<file path="src/rtl/core/srqp_pkg.sv">
package srqp_pkg;

  localparam logic [4:0] CODE_PROTOCOL     = 5'd0;
  localparam logic [4:0] CODE_HOSTNAME     = 5'd1;
  localparam logic [4:0] CODE_GAME_DESC    = 5'd4;
  localparam logic [4:0] CODE_APP_ID       = 5'd5;
  localparam logic [4:0] CODE_SECURE       = 5'd12;
  localparam logic [4:0] CODE_SHIP_MODE    = 5'd13;
  localparam logic [4:0] CODE_VERSION      = 5'd16;
  localparam logic [4:0] CODE_EDF          = 5'd17;
  localparam logic [4:0] CODE_PORT         = 5'd18;
  localparam logic [4:0] CODE_STEAM_ID     = 5'd19;
  localparam logic [4:0] CODE_RELAY_PORT   = 5'd20;
  localparam logic [4:0] CODE_RELAY_NAME   = 5'd21;
  localparam logic [4:0] CODE_KEYWORDS     = 5'd22;
  localparam logic [4:0] CODE_GAME_ID      = 5'd23;
  localparam logic [4:0] CODE_CHALLENGE    = 5'd24;
  localparam logic [4:0] CODE_PLAYER_COUNT = 5'd25;
  localparam logic [4:0] CODE_PLAYER_INDEX = 5'd26;
  localparam logic [4:0] CODE_PLAYER_NAME  = 5'd27;
  localparam logic [4:0] CODE_PLAYER_SCORE = 5'd28;
  localparam logic [4:0] CODE_PLAYER_TIME  = 5'd29;
  localparam logic [4:0] CODE_NONE         = 5'd30;

  // parse phases share the field code space
  localparam logic [4:0] PH_HEADER = 5'd30;
  localparam logic [4:0] PH_DONE   = 5'd31;

  localparam logic [7:0] TYPE_INFO      = 8'h49;
  localparam logic [7:0] TYPE_CHALLENGE = 8'h41;
  localparam logic [7:0] TYPE_PLAYERS   = 8'h44;

  localparam logic [7:0] EDF_PORT     = 8'h80;
  localparam logic [7:0] EDF_STEAM_ID = 8'h10;
  localparam logic [7:0] EDF_RELAY    = 8'h40;
  localparam logic [7:0] EDF_KEYWORDS = 8'h20;
  localparam logic [7:0] EDF_GAME_ID  = 8'h01;

  localparam logic [2:0] TYPE_BYTE_POS = 3'd4;
  localparam int unsigned QUEUE_DEPTH = 4;

  typedef struct packed {
    logic [4:0]  code;
    logic [63:0] value;
    logic [6:0]  slot;
    logic        str_end;
    logic        pkt_end;
  } result_t;

  function automatic logic is_string(input logic [4:0] ph);
    is_string = (ph >= CODE_HOSTNAME && ph <= CODE_GAME_DESC) || ph == CODE_VERSION ||
                ph == CODE_RELAY_NAME || ph == CODE_KEYWORDS || ph == CODE_PLAYER_NAME;
  endfunction

  // byte count of a fixed field
  function automatic logic [3:0] field_bytes(input logic [4:0] ph);
    unique case (ph)
      CODE_APP_ID, CODE_PORT, CODE_RELAY_PORT:                 field_bytes = 4'd2;
      CODE_STEAM_ID, CODE_GAME_ID:                             field_bytes = 4'd8;
      CODE_CHALLENGE, CODE_PLAYER_SCORE, CODE_PLAYER_TIME:     field_bytes = 4'd4;
      default:                                                 field_bytes = 4'd1;
    endcase
  endfunction

endpackage

</file>
<file path="src/rtl/core/srqp_front.sv">
module srqp_front import srqp_pkg::*; #(
  parameter int unsigned PLAYER_SLOTS     = 128,
  parameter int unsigned MAX_PACKET_BYTES = 2048
) (
  input  logic        clk,
  input  logic        rst_n,
  input  logic        cfg_we,
  input  logic [15:0] cfg_wdata,
  input  logic        accept,
  input  logic [7:0]  data_byte,
  input  logic        last_byte,
  output logic        push,
  output result_t     push_item
);

  localparam int unsigned POS_W = $clog2(MAX_PACKET_BYTES + 1);

  logic [15:0]      special_app_id_r;
  logic [4:0]       phase_r, phase_nxt;
  logic [POS_W-1:0] pos_r, pos_nxt;
  logic [63:0]      acc_r, acc_nxt;
  logic [2:0]       idx_r, idx_nxt;
  logic [7:0]       flags_r, flags_nxt;
  logic [15:0]      seen_app_r, seen_app_nxt;
  logic [7:0]       left_r, left_nxt;
  logic [6:0]       cur_r, cur_nxt;

  function automatic logic [4:0] edf_after(input logic [7:0] f, input logic [2:0] k);
    logic [4:0] sel;
    sel = {|(f & EDF_PORT), |(f & EDF_STEAM_ID), |(f & EDF_RELAY),
           |(f & EDF_KEYWORDS), |(f & EDF_GAME_ID)};
    priority if (k <= 3'd0 && sel[4]) edf_after = CODE_PORT;
    else if (k <= 3'd1 && sel[3]) edf_after = CODE_STEAM_ID;
    else if (k <= 3'd2 && sel[2]) edf_after = CODE_RELAY_PORT;
    else if (k <= 3'd3 && sel[1]) edf_after = CODE_KEYWORDS;
    else if (k <= 3'd4 && sel[0]) edf_after = CODE_GAME_ID;
    else edf_after = PH_DONE;
  endfunction

  logic [63:0] acc_new;
  logic [7:0]  clamped;
  logic [7:0]  left_dec;
  logic [4:0]  ph_next;
  logic        have;
  result_t     res;

  always_comb begin
    acc_new  = acc_r | (64'(data_byte) << {idx_r, 3'b000});
    clamped  = (acc_new[7:0] > 8'(PLAYER_SLOTS)) ? 8'(PLAYER_SLOTS) : acc_new[7:0];
    left_dec = left_r - 8'd1;
    phase_nxt = phase_r; pos_nxt = pos_r; acc_nxt = acc_r; idx_nxt = idx_r;
    flags_nxt = flags_r; seen_app_nxt = seen_app_r; left_nxt = left_r; cur_nxt = cur_r;
    have = 1'b0;
    res  = '{code: CODE_NONE, value: 64'd0, slot: 7'd0, str_end: 1'b0, pkt_end: 1'b0};

    // phase after the current field completes
    unique case (phase_r)
      CODE_SECURE:       ph_next = (seen_app_r == special_app_id_r) ? CODE_SHIP_MODE
                                                                    : CODE_VERSION;
      CODE_EDF:          ph_next = edf_after(acc_new[7:0], 3'd0);
      CODE_PORT:         ph_next = edf_after(flags_r, 3'd1);
      CODE_STEAM_ID:     ph_next = edf_after(flags_r, 3'd2);
      CODE_RELAY_NAME:   ph_next = edf_after(flags_r, 3'd3);
      CODE_KEYWORDS:     ph_next = edf_after(flags_r, 3'd4);
      CODE_GAME_ID, CODE_CHALLENGE: ph_next = PH_DONE;
      CODE_PLAYER_COUNT: ph_next = (clamped != 8'd0) ? CODE_PLAYER_INDEX : PH_DONE;
      CODE_PLAYER_TIME:  ph_next = (left_dec != 8'd0) ? CODE_PLAYER_INDEX : PH_DONE;
      default:           ph_next = phase_r + 5'd1;
    endcase

    if (pos_r < POS_W'(MAX_PACKET_BYTES)) begin
      if (phase_r == PH_HEADER) begin
        if (pos_r == POS_W'(TYPE_BYTE_POS)) begin
          priority if (data_byte == TYPE_INFO) phase_nxt = CODE_PROTOCOL;
          else if (data_byte == TYPE_CHALLENGE) phase_nxt = CODE_CHALLENGE;
          else if (data_byte == TYPE_PLAYERS) phase_nxt = CODE_PLAYER_COUNT;
          else phase_nxt = PH_DONE;
        end
      end else if (phase_r != PH_DONE) begin
        if (phase_r >= CODE_PLAYER_INDEX && phase_r <= CODE_PLAYER_TIME) res.slot = cur_r;
        if (is_string(phase_r)) begin
          have = 1'b1;
          res.code = phase_r;
          res.value = 64'(data_byte);
          res.str_end = (data_byte == 8'd0);
          if (data_byte == 8'd0) phase_nxt = ph_next;
        end else if ((4'(idx_r) + 4'd1) < field_bytes(phase_r)) begin
          acc_nxt = acc_new;
          idx_nxt = idx_r + 3'd1;
        end else begin
          acc_nxt = 64'd0;
          idx_nxt = 3'd0;
          have = 1'b1;
          res.code = phase_r;
          res.value = acc_new;
          phase_nxt = ph_next;
          if (phase_r == CODE_APP_ID) seen_app_nxt = acc_new[15:0];
          else if (phase_r == CODE_EDF) flags_nxt = acc_new[7:0];
          else if (phase_r == CODE_PLAYER_COUNT) begin
            res.value = 64'(clamped);
            left_nxt = clamped;
            cur_nxt = 7'd0;
          end else if (phase_r == CODE_CHALLENGE) have = last_byte;
          else if (phase_r == CODE_PLAYER_SCORE) res.value = {{32{acc_new[31]}}, acc_new[31:0]};
          else if (phase_r == CODE_PLAYER_TIME) begin
            left_nxt = left_dec;
            if (left_dec != 8'd0) cur_nxt = cur_r + 7'd1;
          end
        end
      end
      pos_nxt = pos_r + POS_W'(1);
    end

    if (!have) res = '{code: CODE_NONE, value: 64'd0, slot: 7'd0, str_end: 1'b0, pkt_end: 1'b0};
    if (last_byte) begin
      have = 1'b1;
      res.pkt_end = 1'b1;
      phase_nxt = PH_HEADER; pos_nxt = '0; acc_nxt = 64'd0; idx_nxt = 3'd0;
      flags_nxt = 8'd0; seen_app_nxt = 16'd0; left_nxt = 8'd0; cur_nxt = 7'd0;
    end
  end

  assign push      = accept && have;
  assign push_item = res;

  always_ff @(posedge clk) begin
    if (!rst_n) begin
      special_app_id_r <= 16'd2400;
      phase_r    <= PH_HEADER;
      pos_r      <= '0;
      acc_r      <= 64'd0;
      idx_r      <= 3'd0;
      flags_r    <= 8'd0;
      seen_app_r <= 16'd0;
      left_r     <= 8'd0;
      cur_r      <= 7'd0;
    end else begin
      if (cfg_we) special_app_id_r <= cfg_wdata;
      if (accept) begin
        phase_r    <= phase_nxt;
        pos_r      <= pos_nxt;
        acc_r      <= acc_nxt;
        idx_r      <= idx_nxt;
        flags_r    <= flags_nxt;
        seen_app_r <= seen_app_nxt;
        left_r     <= left_nxt;
        cur_r      <= cur_nxt;
      end
    end
  end

endmodule

</file>
<file path="src/rtl/core/srqp_queue.sv">
module srqp_queue import srqp_pkg::*; (
  input  logic    clk,
  input  logic    rst_n,
  input  logic    push,
  input  result_t push_item,
  output logic    full,
  output logic    out_valid,
  input  logic    out_stall,
  output result_t out_item
);

  localparam int unsigned PTR_W = $clog2(QUEUE_DEPTH);

  result_t          mem [QUEUE_DEPTH];
  logic [PTR_W-1:0] wr_r, rd_r;
  logic [PTR_W:0]   cnt_r;
  logic             pop;

  assign full      = (cnt_r == (PTR_W+1)'(QUEUE_DEPTH));
  assign out_valid = (cnt_r != '0);
  assign pop       = out_valid && !out_stall;
  assign out_item  = mem[rd_r];

  always_ff @(posedge clk) begin
    if (push) mem[wr_r] <= push_item;
  end

  always_ff @(posedge clk) begin
    if (!rst_n) begin
      wr_r  <= '0;
      rd_r  <= '0;
      cnt_r <= '0;
    end else begin
      if (push) wr_r <= wr_r + PTR_W'(1);
      if (pop) rd_r <= rd_r + PTR_W'(1);
      unique case ({push, pop})
        2'b10:   cnt_r <= cnt_r + (PTR_W+1)'(1);
        2'b01:   cnt_r <= cnt_r - (PTR_W+1)'(1);
        default: cnt_r <= cnt_r;
      endcase
    end
  end

endmodule

</file>
<file path="src/rtl/core/server_query_reply_parser.sv">
// a result is written into the result queue when the byte that causes it is accepted, and is offered from there
// throughput: one byte per cycle while in_stall is low; the parse state updates once per byte in the front
// a four-entry result queue lets bytes keep flowing while out_stall is held briefly
// reset: synchronous active-low rst_n clears the parse state and the queue and loads
// special_app_id with 2400
module server_query_reply_parser import srqp_pkg::*; #(
  parameter int unsigned PLAYER_SLOTS     = 128,
  parameter int unsigned MAX_PACKET_BYTES = 2048
) (
  input  logic        clk,
  input  logic        rst_n,
  input  logic        cfg_we,
  input  logic [15:0] cfg_wdata,
  input  logic        in_valid,
  output logic        in_stall,
  input  logic [7:0]  in_data_byte,
  input  logic        in_last_byte,
  output logic        out_valid,
  input  logic        out_stall,
  output logic [4:0]  out_field_code,
  output logic [63:0] out_field_value,
  output logic [6:0]  out_player_slot,
  output logic        out_string_end,
  output logic        out_packet_end
);

  logic    full, push;
  result_t push_item, out_item;

  assign in_stall = full;

  srqp_front #(
    .PLAYER_SLOTS    (PLAYER_SLOTS),
    .MAX_PACKET_BYTES(MAX_PACKET_BYTES)
  ) u_front (
    .clk      (clk),
    .rst_n    (rst_n),
    .cfg_we   (cfg_we),
    .cfg_wdata(cfg_wdata),
    .accept   (in_valid && !full),
    .data_byte(in_data_byte),
    .last_byte(in_last_byte),
    .push     (push),
    .push_item(push_item)
  );

  srqp_queue u_queue (
    .clk      (clk),
    .rst_n    (rst_n),
    .push     (push),
    .push_item(push_item),
    .full     (full),
    .out_valid(out_valid),
    .out_stall(out_stall),
    .out_item (out_item)
  );

  assign out_field_code  = out_item.code;
  assign out_field_value = out_item.value;
  assign out_player_slot = out_item.slot;
  assign out_string_end  = out_item.str_end;
  assign out_packet_end  = out_item.pkt_end;

endmodule

</file>
<file path="config.mk">
export PLATFORM = sky130hd
export DESIGN_NAME = server_query_reply_parser
export DESIGN_NICKNAME = d
export VERILOG_FILES = /design/src/rtl/core/srqp_pkg.sv /design/src/rtl/core/srqp_front.sv /design/src/rtl/core/srqp_queue.sv /design/src/rtl/core/server_query_reply_parser.sv
export SDC_FILE = /design/constraint.sdc
export NUM_CORES = 1
export LEC_CHECK = 0
export BUFFER_PORTS_ARGS = -buffer_cell sky130_fd_sc_hd__buf_2
export CAP_MARGIN = 25
export CORE_MARGIN = 2
export CORE_UTILIZATION = 61
export DETAILED_ROUTE_END_ITERATION = 12
export GPL_TIMING_DRIVEN = 0
export PLACE_DENSITY_LB_ADDON = 0.12
export SLEW_MARGIN = 20
export SYNTH_ARGS = -nofsm -noshare
export SYNTH_HDL_FRONTEND = slang
export SYNTH_SLANG_ARGS = --single-unit
</file>
<file path="constraint.sdc">
create_clock -name clk -period 5.8 [get_ports clk]
set_input_delay 1.74 -clock clk [delete_from_list [all_inputs] [get_ports clk]]
set_output_delay 1.74 -clock clk [all_outputs]
set_load 0.005 [all_outputs]
</file>
# After elaboration in Yosys (flattened, before gate mapping)
# Memories as Yosys holds them, arrays and structs flattened. A register that Yosys moved wholly into a read port is not among the register bits.
# Cells that the tools add are included.
dict set report classes {
  addsub 10
  order_cmp 7
  n_eq_ne 34
  shift 1
  muxes 114
  bitwise_logic 1
  reduce_logical 31
}
# cell n
set ops {}
lappend ops {{$mux W64} 11}
lappend ops {{$mux W77} 3}
lappend ops {{$mux W7} 22}
lappend ops {{$mux W69} 2}
lappend ops {{$mux W16} 7}
lappend ops {{$mux W8} 13}
lappend ops {{$mux W78} 1}
lappend ops {{$eq A5 B5 Y1 const B} 13}
lappend ops {{$mux W5} 13}
lappend ops {{$or A64 B64 Y64} 1}
lappend ops {{$shl A8 B6 Y64} 1}
lappend ops {{$mux W4} 13}
lappend ops {{$pmux W5 S9} 1}
lappend ops {{$mux W3} 9}
lappend ops {{$eq A8 B7 Y1 const B} 3}
lappend ops {{$mux W12} 2}
lappend ops {{$eq A16 B16 Y1} 1}
lappend ops {{$reduce_bool A8 Y1} 2}
lappend ops {{$mux W1} 14}
lappend ops {{$add A12 B1 Y12 const B} 1}
lappend ops {{$eq A12 B3 Y1 const B} 1}
lappend ops {{$lt A12 B12 Y1 const B} 1}
lappend ops {{$reduce_and A12 Y1} 1}
lappend ops {{$reduce_bool A3 Y1} 4}
lappend ops {{other kinds (38)} 58}
dict set report word_totals {
  reg_bits 145
  ramBits 312
  rom_bits 128
  inputBits 30
  output_inout_bits 80
  wordCells 212
  memories 2
}
# name words word_bits rd rd_ports_with_merged_regs wr line
set mem_list {}
lappend mem_list {u_queue.mem 4 78 1 1 1 srqp_queue.sv:14} ;# result_t mem [QUEUE_DEPTH];
lappend mem_list {{(name not given)} 32 4 1 1 0 srqp_pkg.sv:57} ;# unique case (ph)

# Longest topological paths before layout
# Gate-level depths: netlist (run 1).
dict set report logic_depth {
  ltp_word 20
  depth_mapped 16
  depth_no_buf 15
}

# Hierarchy
# From an unflattened synthesis (run 1), not the netlist that was laid out.
dict set report unflattened {
  cells_unflattened 1463
  hier_area_um2 19293.5
}
# mod instances cells_each area_per_inst_um2 seq_area_each_um2
set modules_own_cells {}
lappend modules_own_cells {srqp_queue 1 458 11745.0 9549.2}
lappend modules_own_cells {srqp_front 1 1004 7534.7 2782.7}
lappend modules_own_cells {server_query_reply_parser 1 1 13.8 0.0}

# Least setup slack after synthesis (run 1)
# OpenSTA, ideal clock, no wires.
dict set report synth_path {
  path_kind {input to register}
  startpoint {input port in_last_byte}
  endpoint {memory u_queue.mem[0][0] in the netlist's numbering, enable pin}
  setup_ns 0.445
  arrival_ns 4.321
  required_time_ns 5.355
  path_slack_ns 1.034
  cell_stages 5
  path_buffers 0
  path_cell_list {nor3_1 a21oi_1 o21bai_1 a21oi_1 and2_1}
}
dict set report synth_via {
  elab_chain_cells 13
}
# element line
set synth_lines {}
lappend synth_lines {{from (decl)} server_query_reply_parser.sv:17} ;# input logic in_last_byte,
lappend synth_lines {{$mux W1} srqp_front.sv:103} ;# end else if (phase_r == CODE_CHALLENGE) have = last_byte;
lappend synth_lines {{$mux W1} srqp_front.sv:99} ;# else if (phase_r == CODE_PLAYER_COUNT) begin
lappend synth_lines {{$mux W1} srqp_front.sv:98} ;# else if (phase_r == CODE_EDF) flags_nxt = acc_new[7:0];
lappend synth_lines {{$mux W1} srqp_front.sv:97} ;# if (phase_r == CODE_APP_ID) seen_app_nxt = acc_new[15:0];
lappend synth_lines {{$mux W1} srqp_front.sv:87} ;# end else if ((4'(idx_r) + 4'd1) < field_bytes(phase_r)) begin
lappend synth_lines {{$mux W1} srqp_front.sv:81} ;# if (is_string(phase_r)) begin
lappend synth_lines {{$mux W1} srqp_front.sv:79} ;# end else if (phase_r != PH_DONE) begin
lappend synth_lines {{$mux W1} srqp_front.sv:72} ;# if (phase_r == PH_HEADER) begin
lappend synth_lines {{$mux W1} srqp_front.sv:71} ;# if (pos_r < POS_W'(MAX_PACKET_BYTES)) begin
lappend synth_lines {{$mux W1 (*)} srqp_front.sv:115} ;# if (last_byte) begin
lappend synth_lines {{$logic_and A1 B1 Y1 (*)} srqp_front.sv:123} ;# assign push = accept && have;
lappend synth_lines {{$mux W1 (*)} srqp_queue.sv:25} ;# if (push) mem[wr_r] <= push_item;
lappend synth_lines {{$mux W1 (not written as such) (*)} srqp_queue.sv:25}
lappend synth_lines {{to (decl)} srqp_queue.sv:14}
# Mark *: on every way between the ends. The rest lies on a longest branch, timed or not.

==> flow_summary.toml, run 1 <==
[timing]
max_freq_mhz = 194
hold_slack_ps = 470
fin_crit_ps = 5150
slew_violations = 0
slew_headroom = 0.350
tightest_slew_ps = 968
finalHoldViolCount = 0
fin_crit_sh = 0.888
rsz0062_at_grt = "no"
setup_tns_ps = 0
fin_skew_ps = 16.7
setup_viol = 0

[synth]
syn_nets = 1503
synthCells = 1451
synth_area_um2 = 19300
ys_ff_latch = 460
synth_cell_types = 67
synth_top_area_frac = 0.486
yosysWarnings = 0
ys_seq_area_frac = 0.639
avgSynthCellArea_um2 = 13.3
synthArstFlopShare = 0
synthTopCellsByArea = "edfxtp_1 (49%), dfxtp_1 (15%), mux4_2 (9.1%)"
synth_edf_count = 312
ys.flop_type = "edfxtp_1"
yosysTopAreaCell = "edfxtp_1"

[global_route]
grt_overflow = 0
antenna_found_initial = 1
grt_pass1_vias = 12127
grt_pass1_wl_um = 70100
grt_max_degree = 46
grt_usage = 0.279

[power_and_ir_drop]
power-per-cell-area_nw_per_um2 = 388
irDropWorstVdd_v = 0.000289
leakage_nw = 7.51
power_mw = 8.52

[routing]
wl_um = 45700
via_per_inst = 6.19
drtIter0Drc = 1448
final_antenna_net_count = 0
drc = 0
post_drt_wl_per_cell_um = 22.3
num_vias = 12673
drt_pass1_iterations = 6

[clocking]
cts_buffer_depth = 3
cts-root-buf = "clkbuf_16"
postCtsSetupRepairBufs = 0
clock_latency_ps = 550
cts_tree = "yes"
cts_buffers = 45
path_clk_slew_ps = 60
htree_levels = 2
post_cts_resize_count = 0
clock-sinks = 460
holdBufCountCts = 0

[floorplanning]
core_area_um2 = 31300
placementRows = 65
initial_core_util = 0.616
io_pins = 110
fp.dieH_um = 182
die_w_um = 182
dieArea_um2 = 33100

[setup_path]
rrSetupSlack_ps = 1210
crit_path_end_kind = "output pin"
crit_path_start_kind = "flip-flop"
cpPeakStageDelay_ps = 740
cp_max_fo = 10
critical-path-top-delay-family = "buffers and inverters"
r2r_end = "u_queue.cnt_r[2]$_SDFFE_PN0P_"
path_class = "flip-flop to output pin"
cp_num_cells = 5
reg2reg_depth = 16
cp.buffers_inverters = 4
required_ps = 4060
crit_slowest_cell = "buf_1"
reg2reg_from = "u_front.idx_r[0]$_SDFFE_PN0P_"
cpMostUsedCell = "buf_1"
crit_chain = "clkbuf_1, buf_1, buf_1, mux4_2, buf_2"
crit_arrival_ps = 3410
crit_end = "out_field_value[15]"

[cells_and_area]
layout_commonest_cell = "edfxtp_1"
fin_area_um2 = 22000
fin_util = 0.701
nFillCells = 2151
drive_gt1_frac = 0.170
area_delta_synth_final_pct = 13.8
final_nets = 1659
final_cell_mix = "edfxtp_1 (312), a21oi_1 (184), dfxtp_1 (148)"

[flow_run]
cap_viol_max_count = 0

[min_path]
worst_hold_path_type = "flip-flop to flip-flop"

[place]
portBuffers = 101
detailed_place.area_um2 = 20400
routabilityCongestion = 0.965
dp_hpwl_um = 30900

[status]
status = "finished, final reports clean"
cell type report:
class / instances / area [um2] / share of cell area
flip-flops and latches: 460 / 12300 / 0.562
multi-input cells: 865 / 6470 / 0.295
clock buffers: 64 / 1260 / 0.0573
repair buffers: 109 / 648 / 0.0295
well taps: 402 / 503 / 0.0229
plain buffers: 96 / 392 / 0.0178
clock inverters: 20 / 245 / 0.0112
inverters: 30 / 113 / 0.00513
diodes: 1 / 2.50 / 0.000114
cells by family (layout without fill, tap and decap cells):
family | count (synthesis) | count (layout) | synth area share
flops | 460 | 460 | 0.639
simple gates | 400 | 400 | 0.104
compound gates | 299 | 299 | 0.0928
buf+inv | 126 | 319 | 0.0261
mux | 102 | 102 | 0.104
xor+xnor | 42 | 42 | 0.0191
fa+ha+maj | 22 | 22 | 0.0147
other cells | 0 | 1 | 0
power by group:
part	internal, mW	switching, mW
clock network	1.74	1.19
registers	3.73	0.0724
logic	0.803	0.984
total	6.27	2.25
metal layers:
| metal | vias to the layer above | share of wire | track usage | wire length, um |
|---|---|---|---|---|
| met1 | 6202 | 0.42 | 0.392 | 19200 |
| met3 | 101 | 0.069 | 0.0433 | 3160 |
| li1 | 5779 | - | - | - |
| met5 | - | 0 | 0 | 0 |
| met4 | 0 | 0.036 | 0.101 | 1650 |
| met2 | 591 | 0.48 | 0.447 | 21700 |
worst min-delay path by stage:
stage	start	endpoint	depth (start not counted)
after floorplan	u_front.acc_r[16]$_SDFFE_PN0P_	u_front.acc_r[16]$_SDFFE_PN0P_	2
after global placement	u_front.acc_r[29]$_SDFFE_PN0P_	u_front.acc_r[29]$_SDFFE_PN0P_	2
after detailed placement	u_front.acc_r[28]$_SDFFE_PN0P_	u_front.acc_r[28]$_SDFFE_PN0P_	2
after CTS	u_front.acc_r[28]$_SDFFE_PN0P_	u_front.acc_r[28]$_SDFFE_PN0P_	2
after global routing	u_front.acc_r[34]$_SDFFE_PN0P_	u_front.acc_r[34]$_SDFFE_PN0P_	2
final	u_front.acc_r[56]$_SDFFE_PN0P_	u_front.acc_r[56]$_SDFFE_PN0P_	2
sequential cells by signal, summed over array words and instances, names as in the netlist, 4 cells and up, named ones only:
| signal | flops |
|---|---|
| u_front.phase_r | 5 |
| u_front.pos_r | 12 |
| u_front.flags_r | 4 |
| u_queue.mem | 312 |
| u_front.acc_r | 64 |
| u_front.special_app_id_r | 16 |
| u_front.left_r | 8 |
| u_front.cur_r | 7 |
| u_front.seen_app_r | 16 |
worst register-to-register path, cell delays in order, from the launching register on:
cell      delay [ps]
dfxtp_1          370
clkbuf_1         350
and3_1           230
clkbuf_1         430
ha_1             340
o21a_1           120
o22ai_1          350
a21oi_1           80
o21bai_1         470
a21oi_1          330
inv_1            120
ha_1             190
inv_1             70
fa_1             440
xor2_1           160
or3_1            300
a21boi_0         180
stage by stage:
| stage | worst slack (ps) | std cells |
|---|---|---|
| 3_5_place_dp | 589 | 1961 |
| 4_1_cts | 600 | 2045 |
| 6_report | 647 | 2047 |
| 5_1_grt | 486 | 2046 |
| 3_3_place_gp | -1000 | 1954 |
| 2_1_floorplan | 1030 | 1451 |
synth_stat cells (15+ instances only):
cell type,n
mux2i_1,24
a22oi_1,15
a21oi_1,184
nor2_1,131
nand2_1,49
nor4_1,22
nor3_1,35
dfxtp_1,148
a21boi_0,17
edfxtp_1,312
xor2_1,30
inv_1,29
nor2b_1,54
nand3_1,25
mux4_2,78
ha_1,21
clkbuf_1,73
o21ai_0,18
and2_1,24
No activity file was read; power rests on OpenSTA's default activity.
==> run 2, diff against run 1 <==
Settings changed: CORE_MARGIN 2 to 10, CORE_UTILIZATION 61 to 55, SLEW_MARGIN 20 to 30.
Clock period 5.8 ns to 4.3 ns, I/O delays scaled along.
==> run 2 against run 1 <==
  * Combinational power rose by 37%
  * Via count shrank 0.74%
  * Register-to-register slack lost 1000 ps
  * Design area grew 0.78%
  * Clock power rose by 32%
  * Clock skew increased by 12 ps
  * Global-route usage fell by 6.3 points
  * First-iteration DRC count fell by 21%
  * Routed wire length up 4.2%
  * Worst hold slack worse by 2.1 ps
  * Clock-buffer cell count is 7 lower
  * Largest cell class unchanged
==> flow_summary.toml, run 2 (synthesis gave the netlist of run 1 again) <==
[cells_and_area]
layout_commonest_cell = "edfxtp_1"
ff_latch_area_um2 = 12300
final_nets = 1659
nFillCells = 2712
n_antenna_cell = 0
multi_input_area_um2 = 6540
regMostFlops = "u_queue.mem"
drive_gt1_frac = 0.194
final_cell_mix = "edfxtp_1 (312), a21oi_1 (174), dfxtp_1 (148)"
fin_util = 0.641
area_delta_synth_final_pct = 14.7
fin_area_um2 = 22100
largest_reg_flops = 312
top_regs = "u_queue.mem x312, u_front.acc_r x64"

[timing]
hold_slack_ps = 468
fin_crit_ps = 4160
max_freq_mhz = 241
slew_violations = 0
rsz0062_at_grt = "no"
tightest_slew_ps = 1030
finalHoldViolCount = 0
slew_headroom = 0.311
setup_viol = 0
fin_skew_ps = 28.4
fin_crit_sh = 0.967

[routing]
num_vias = 12579
drt_pass1_iterations = 6
via_per_inst = 5.99
drc = 0
post_drt_wl_per_cell_um = 22.7
final_antenna_net_count = 0
wl_um = 47600
drtIter0Drc = 1144

[floorplanning]
io_pins = 110
die_w_um = 207
dieArea_um2 = 43000
placementRows = 68
initial_core_util = 0.558
fp.dieH_um = 207
core_area_um2 = 34500

[power_and_ir_drop]
leakage_nw = 7.56
irDropWorstVdd_v = 0.000314
power-per-cell-area_nw_per_um2 = 519

[global_route]
grt_pass1_wl_um = 73400
grt_pass1_vias = 12339
grt_usage = 0.216
grt_overflow = 0
antenna_found_initial = 0
grt_max_degree = 42

[setup_path]
crit_path_end_kind = "output pin"
crit_path_start_kind = "flip-flop"
path_class = "flip-flop to output pin"
cp_max_fo = 10
crit_arrival_ps = 2870
required_ps = 3010

[min_path]
worst_hold_path_type = "flip-flop to flip-flop"

[clocking]
clock-sinks = 460
cts_tree = "yes"
cts_buffer_depth = 3
cts_buffers = 46
cts-root-buf = "clkbuf_16"
clock_latency_ps = 560
htree_levels = 2
path_clk_slew_ps = 60
holdBufCountCts = 0

[place]
detailed_place.area_um2 = 20600
routabilityCongestion = 0.921
dp_hpwl_um = 33400
portBuffers = 101

[flow_run]
cap_viol_max_count = 0

[status]
status = "finished, final reports clean"
run 2: cell count changes in the layout (fill, tap and decap cells not counted), sizes merged:
cell,before,now
clkinvlp,0,5
buf,132,128
diode,1,0
inv,33,31
clkdlybuf4s15,0,2
clkbuf,137,131
clkinv,12,19
bufinv,5,3
run 2: final timing paths:
path                                         from                        endpoint  slack, ps  cells after the start
hold reg to reg    u_front.acc_r[17]$_SDFFE_PN0P_  u_front.acc_r[17]$_SDFFE_PN0P_        470                      2
hold / removal     u_front.acc_r[17]$_SDFFE_PN0P_  u_front.acc_r[17]$_SDFFE_PN0P_        470                      2
setup / recovery                        flip-flop              out_field_value[9]        140                      4
setup reg to reg  u_front.phase_r[2]$_SDFFE_PN1P_  u_front.acc_r[57]$_SDFFE_PN0P_        170                     13
run 2: area by class of cell:
cell class | count | share of cell area
multi-input combinational | 865 | 0.295
tap | 455 | 0.0257
buffer | 93 | 0.0186
sequential | 460 | 0.557
clock inverter | 28 | 0.0103
clock buffer | 57 | 0.0562
timing repair buffer | 111 | 0.0314
inverter | 30 | 0.00509
run 2: critical path, cell delays in order (launching register included):
cell and delay (ps):
dfxtp_1 650, buf_4 390, clkdlybuf4s15_2 510, mux4_2 610, buf_2 160
run 2: timing repair:
item	4_1_cts	5_1_grt
pin swaps	0	1
setup endpoints to repair	351	303
cloned	0	0
buffers inserted	0	2
resized for setup	10	21
run 2: stage by stage:
stage	TNS [ps]	setup WS [ps]	instances	total power, mW
floorplan	0	473	1451	6.75
global placement	-299710	-963	2007	7.64
detailed placement	-23140	-511	2015	7.70
CTS	0	3.34	2098	11.6
global route	0	9.22	2099	12.0
finish	0	143	2099	11.5
run 2: routing by layer:
layer  vias to the layer above  global-route usage  part of all wire
met5                         -                   0                 0
met4                         0              0.0647             0.028
met3                        81              0.0370             0.059
met2                       421               0.353              0.49
met1                      6298               0.291              0.43
li1                       5779                   -                 -
run 2: where the power goes:
| group | internal (mW) | total, mW | switching (mW) |
|---|---|---|---|
| clock | 2.24 | 3.88 | 1.64 |
| sequential | 5.02 | 5.13 | 0.110 |
| combinational | 1.11 | 2.46 | 1.36 |
| total | 8.37 | 11.5 | 3.11 |
